### src/assert_macros.svh
// Assertion macros shared by the RTL.
`ifndef ASSERT_MACROS_SVH
`define ASSERT_MACROS_SVH

`ifndef ASSERT_OFF
// a holds in the same cycle as b
`define ASSERT_SAME(label, clk, rst_n, a, b) \
    label: assert property (@(posedge clk) disable iff (!rst_n) (a) |-> (b)) \
        else $error("assertion failed");
// a holds, then b holds in the next cycle
`define ASSERT_NEXT(label, clk, rst_n, a, b) \
    label: assert property (@(posedge clk) disable iff (!rst_n) (a) |=> (b)) \
        else $error("assertion failed");
`else
`define ASSERT_SAME(label, clk, rst_n, a, b)
`define ASSERT_NEXT(label, clk, rst_n, a, b)
`endif

`endif

### src/cvsr_pkg.sv
package cvsr_pkg;

    localparam int SUM_W   = 28;
    localparam int CNT_W   = 12;
    localparam int SEEN_W  = 13;
    localparam int WORD_W  = SUM_W + CNT_W;
    localparam int RAW_W   = 32;
    localparam int TOT_W   = 38;
    localparam int SCORE_W = 16;
    localparam int NUM_W   = RAW_W + SCORE_W;
    localparam int MAX_OUT = 16;
    localparam int WGT_W   = 16;
    localparam int LIM_W   = 12;

    typedef logic [1:0] cfg_addr_t;
    typedef logic [LIM_W-1:0] cfg_data_t;

    localparam cfg_addr_t REG_CRITERION = 2'd0;
    localparam cfg_addr_t REG_LIMIT     = 2'd1;

    localparam logic CMD_LOAD  = 1'b0;
    localparam logic CMD_SCORE = 1'b1;

    typedef struct packed {
        logic clr_step;
        logic load_cap;
        logic load_wr;
        logic walk_init;
        logic walk_rd;
        logic walk_div;
        logic walk_acc;
        logic norm_div;
        logic norm_wr;
        logic rank_init;
        logic scan_init;
        logic scan_step;
        logic scan_end;
        logic emit;
    } cvsr_cmd_t;

    typedef struct packed {
        logic clr_last;
        logic load_hit;
        logic div_done;
        logic lvl_last;
        logic cls_last;
        logic tot_zero;
        logic k_last;
        logic out_free;
    } cvsr_stat_t;

endpackage

### src/cvsr_ctrl.sv
module cvsr_ctrl (
    input  logic                clk,
    input  logic                rst_n,
    input  logic                in_valid,
    input  logic                in_command,
    output logic                in_ready,
    output cvsr_pkg::cvsr_cmd_t cmd,
    input  cvsr_pkg::cvsr_stat_t stat
);
    import cvsr_pkg::*;

    localparam logic [3:0] S_CLR      = 4'd0;
    localparam logic [3:0] S_IDLE     = 4'd1;
    localparam logic [3:0] S_LD_WR    = 4'd2;
    localparam logic [3:0] S_WK_RD    = 4'd3;
    localparam logic [3:0] S_WK_DIV   = 4'd4;
    localparam logic [3:0] S_WK_WAIT  = 4'd5;
    localparam logic [3:0] S_NM_RD    = 4'd6;
    localparam logic [3:0] S_NM_DIV   = 4'd7;
    localparam logic [3:0] S_NM_WAIT  = 4'd8;
    localparam logic [3:0] S_SCAN     = 4'd9;
    localparam logic [3:0] S_SCAN_END = 4'd10;
    localparam logic [3:0] S_EMIT     = 4'd11;

    logic [3:0] state_reg, state_next;

    assign in_ready = (state_reg == S_IDLE);

    always_comb
    begin
        state_next = state_reg;
        cmd        = '0;
        unique case (state_reg)
            S_CLR:
            begin
                cmd.clr_step = 1'b1;
                if (stat.clr_last)
                begin
                    state_next = S_IDLE;
                end
            end
            S_IDLE:
            begin
                if (in_valid)
                begin
                    if (in_command == CMD_SCORE)
                    begin
                        cmd.walk_init = 1'b1;
                        state_next    = S_WK_RD;
                    end
                    else
                    begin
                        cmd.load_cap = 1'b1;
                        if (stat.load_hit)
                        begin
                            state_next = S_LD_WR;
                        end
                    end
                end
            end
            S_LD_WR:
            begin
                cmd.load_wr = 1'b1;
                state_next  = S_IDLE;
            end
            S_WK_RD:
            begin
                cmd.walk_rd = 1'b1;
                state_next  = S_WK_DIV;
            end
            S_WK_DIV:
            begin
                cmd.walk_div = 1'b1;
                state_next   = S_WK_WAIT;
            end
            S_WK_WAIT:
            begin
                if (stat.div_done)
                begin
                    cmd.walk_acc = 1'b1;
                    state_next = (stat.lvl_last && stat.cls_last) ? S_NM_RD : S_WK_RD;
                end
            end
            S_NM_RD:
            begin
                state_next = S_NM_DIV;
            end
            S_NM_DIV:
            begin
                cmd.norm_div = 1'b1;
                if (!stat.tot_zero)
                begin
                    state_next = S_NM_WAIT;
                end
                else if (stat.cls_last)
                begin
                    cmd.rank_init = 1'b1;
                    cmd.scan_init = 1'b1;
                    state_next    = S_SCAN;
                end
                else
                begin
                    state_next = S_NM_RD;
                end
            end
            S_NM_WAIT:
            begin
                if (stat.div_done)
                begin
                    cmd.norm_wr = 1'b1;
                    if (stat.cls_last)
                    begin
                        cmd.rank_init = 1'b1;
                        cmd.scan_init = 1'b1;
                        state_next    = S_SCAN;
                    end
                    else
                    begin
                        state_next = S_NM_RD;
                    end
                end
            end
            S_SCAN:
            begin
                cmd.scan_step = 1'b1;
                if (stat.cls_last)
                begin
                    state_next = S_SCAN_END;
                end
            end
            S_SCAN_END:
            begin
                cmd.scan_end = 1'b1;
                state_next   = S_EMIT;
            end
            S_EMIT:
            begin
                if (stat.out_free)
                begin
                    cmd.emit = 1'b1;
                    if (stat.k_last)
                    begin
                        state_next = S_IDLE;
                    end
                    else
                    begin
                        cmd.scan_init = 1'b1;
                        state_next    = S_SCAN;
                    end
                end
            end
            default:
            begin
                state_next = S_IDLE;
            end
        endcase
    end

    always_ff @(posedge clk or negedge rst_n)
    begin
        if (!rst_n)
        begin
            state_reg <= S_CLR;
        end
        else
        begin
            state_reg <= state_next;
        end
    end
endmodule

### config.mk
export PLATFORM = sky130hd
export DESIGN_NAME = cvsr_ctrl
export DESIGN_NICKNAME = d
export VERILOG_FILES = /design/src/assert_macros.svh /design/src/cvsr_pkg.sv /design/src/cvsr_ctrl.sv
export SDC_FILE = /design/constraint.sdc
export NUM_CORES = 1
export LEC_CHECK = 0
export ABC_AREA = 1
export BUFFER_PORTS_ARGS = -buffer_cell sky130_fd_sc_hd__buf_2
export CORE_AREA = 2 2 39 41
export DETAILED_ROUTE_END_ITERATION = 12
export DIE_AREA = 0 0 41 43
export PLACE_DENSITY = 0.78
export RECOVER_POWER = 100
export SLEW_MARGIN = 5
export SYNTH_ARGS = -nofsm -noshare
export SYNTH_HDL_FRONTEND = slang
export SYNTH_SLANG_ARGS = --single-unit
### constraint.sdc
create_clock -name clk -period 2.7 [get_ports clk]
set_input_delay 0.135 -clock clk [delete_from_list [all_inputs] [get_ports clk]]
set_output_delay 0.135 -clock clk [all_outputs]
set_load 0.02 [all_outputs]
==> results.sh <==
export IMPL_outcome="finished clean"
export IMPL_grt_pass1_wl_um=2500
export IMPL_clock_sinks=4
export IMPL_overflow=0
export IMPL_numCtsBuffers=3
export IMPL_synth_seq_cells=4
export IMPL_grt_usage_pct=20.1
export IMPL_fillers=160
export IMPL_via_per_inst=4.77
export IMPL_p_leak_nw=0.491
export IMPL_place_hpwl_um=1290
export IMPL_tritoncts="yes"
export IMPL_max_slew_margin_rel_pct=69.7
export IMPL_max_clock_path_buffers=2
export IMPL_hp_class="input pin to flip-flop"
export IMPL_r2r_start="state_reg[3]$_DFFE_PN0P_"
export IMPL_power_density_nw_per_um2=928
export IMPL_setup_worst_path_start_class="flip-flop"
export IMPL_initial_core_util_pct=41.7
export IMPL_wire_per_inst_um=9.65
export IMPL_synth_top_flop_cell="dfrtp_1"
export IMPL_antenna_found_initial=0
export IMPL_worstSetupPathType="flip-flop to primary output"
export IMPL_path_clk_slew_ps=40
export IMPL_cts_htree_levels=1
export IMPL_fin_cells=159
export IMPL_placement_io_buffers=26
export IMPL_core_area_um2=1380
export IMPL_async_reset_ff_share_pct=100
export IMPL_clock_skew_ps=0.910
export IMPL_finalMaxSlewViolations=0
export IMPL_ir_worst_vdd_uv=400
export IMPL_multi_input_area_um2=368
export IMPL_final_cell_area_um2=722
export IMPL_post_route_period_util_pct=70.4
export IMPL_setup_violations=0
export IMPL_placed_cells=155
export IMPL_cap_violations=0
export IMPL_ant_nets=0
export IMPL_arrival_ps=1770
export IMPL_synth_lib_cells_used_distinct=15
export IMPL_synth_most_common_cell="nand2_1"
export IMPL_via_count=759
export IMPL_rsz0062_at_grt="false"
export IMPL_synth_cells=114
export IMPL_diodes=0
export IMPL_min_from="stat[0]"
export IMPL_syn_nets=126
export IMPL_clk_latency_ps=230
export IMPL_grt_pass1_vias=645
export IMPL_synth_common_cells="nand2_1 (37), nor2_1 (21), inv_1 (20), nand3_1 (12), dfrtp_1 (4)"
export IMPL_worstPathRequired_ps=2570
export IMPL_fin_nets=157
export IMPL_yosysTopAreaCellShare_pct=24.1
export IMPL_ioPinCount=27
export IMPL_die_h_um=43
export IMPL_die_w_um=41
export IMPL_drtIter0Drc=6
export IMPL_avgSynthCellArea_um2=5.06
export IMPL_finalHoldViolations=0
export IMPL_yosysWarnings=0
export IMPL_seq_area_um2=100
export IMPL_tns_ps=0
export IMPL_placed_cell_area_um2=719
export IMPL_fp_dieArea_um2=1760
export IMPL_syn_to_final_growth_pct=25.2
export IMPL_crit_start="state_reg[3]$_DFFE_PN0P_"
export IMPL_synth_top_area_cell="nand2_1"
export IMPL_yosysSeqAreaShare_pct=17.4
export IMPL_drc=0
export IMPL_worstSetupEndpointType="primary output"
export IMPL_synth_edf_count=0
export IMPL_totalWireLength_um=1540
export IMPL_clock_root_buffer="clkbuf_4"
export IMPL_post_cts_buffers=0
export IMPL_largest_reg_flops=4
export IMPL_worstMarginPinSlew_ps=452
export IMPL_place_gp_congestion=0.937
export IMPL_cp_max_fo=8
export IMPL_fmax_mhz=526
export IMPL_dr_pass1_iters=4
export IMPL_drive_above_1_share_pct=15.4
export IMPL_min_period_ps=1900
export IMPL_syn_area_um2=577
export IMPL_rows=14
export IMPL_grt_max_degree=10
export IMPL_synth_area_leaders="nand2_1 (24%), dfrtp_1 (17%), nor2_1 (14%)"
[final cells by class]
type,instances,area share (%)
Timing Repair Buffer,27,17.3
Sequential cell,4,13.9
Tap cell,16,2.77
Inverter,23,12.0
Clock buffer,3,3.12
Multi-Input combinational cell,86,51.0
[critical path, stage by stage (launching register included)]
cell      delay [ps]
dfrtp_1          450
nor2_1           370
nand2_1          140
nor2_1           180
inv_1             80
nand3_1           80
clkbuf_1         230
[cells by family (layout without fill, tap and decap cells)]
family / count (synthesis) / count (layout) / share of synthesized area (%)
and+or+nand+nor: 84 / 84 / 64.6
buffers and inverters: 24 / 53 / 16.3
DFF: 4 / 4 / 17.4
AOI/OAI and AO/OA: 2 / 2 / 1.74
[power by group]
| part | total, W | leakage [nW] | internal, W | switching [W] |
|---|---|---|---|---|
| Sequential | 0.000132 | 0.0520 | 0.0000857 | 0.0000460 |
| Clock | 0.0000713 | 0.0138 | 0.0000495 | 0.0000217 |
| Combinational | 0.000467 | 0.425 | 0.000141 | 0.000326 |
| Total | 0.000670 | 0.491 | 0.000276 | 0.000394 |
[metrics by stage]
step	worst slack, ps	power [W]	util (%)	hold WS, ps
6_report	799	0.000670	52.2	245
5_1_grt	669	0.000741	52.2	238
4_1_cts	986	0.000704	54.3	228
3_5_place_dp	1250	0.000627	52.0	-60.2
3_3_place_gp	1250	0.000619	52.0	-61.5
2_1_floorplan	1180	0.000510	-	-161
[layout by cell type, fill, tap and decap left out, drive strengths merged]
cell type	instances
nand4	1
clkbuf	15
nor3	3
nand2	40
nor4	1
inv	23
dlygate4sd3	1
nand3b	1
nand3	12
o21ai	2
buf	14
nor2	26
dfrtp	4
[layer usage]
metal	up-vias	wire (µm)	track usage, %	share of wire [%]
li1	401	-	-	-
met1	330	630	25.6	41
met2	26	781	34.1	51
met3	2	107	3.14	7.0
met4	0	14	4.00	0.91
met5	-	0	0	0
[worst paths after layout]
| kind | cells after the start | to | slack, ps |
|---|---|---|---|
| max in group asynchronous | 2 | state_reg[2]$_DFFE_PN0P_ | 2270 |
| min | 4 | state_reg[1]$_DFFE_PN0P_ | 240 |
| min in group asynchronous | 2 | state_reg[3]$_DFFE_PN0P_ | 260 |
| max | 6 | cmd[3] | 800 |
| max reg2reg | 9 | state_reg[2]$_DFFE_PN0P_ | 1140 |
| min reg2reg | 2 | state_reg[3]$_DFFE_PN0P_ | 630 |
[repair_timing]
action / in CTS / in global routing
hold buffers: 1 / 0
setup endpoints to repair: 0 / 0
hold endpoints to repair: 4 / 0
resized for setup: 0 / 0
No activity file was read; power rests on OpenSTA's default activity.
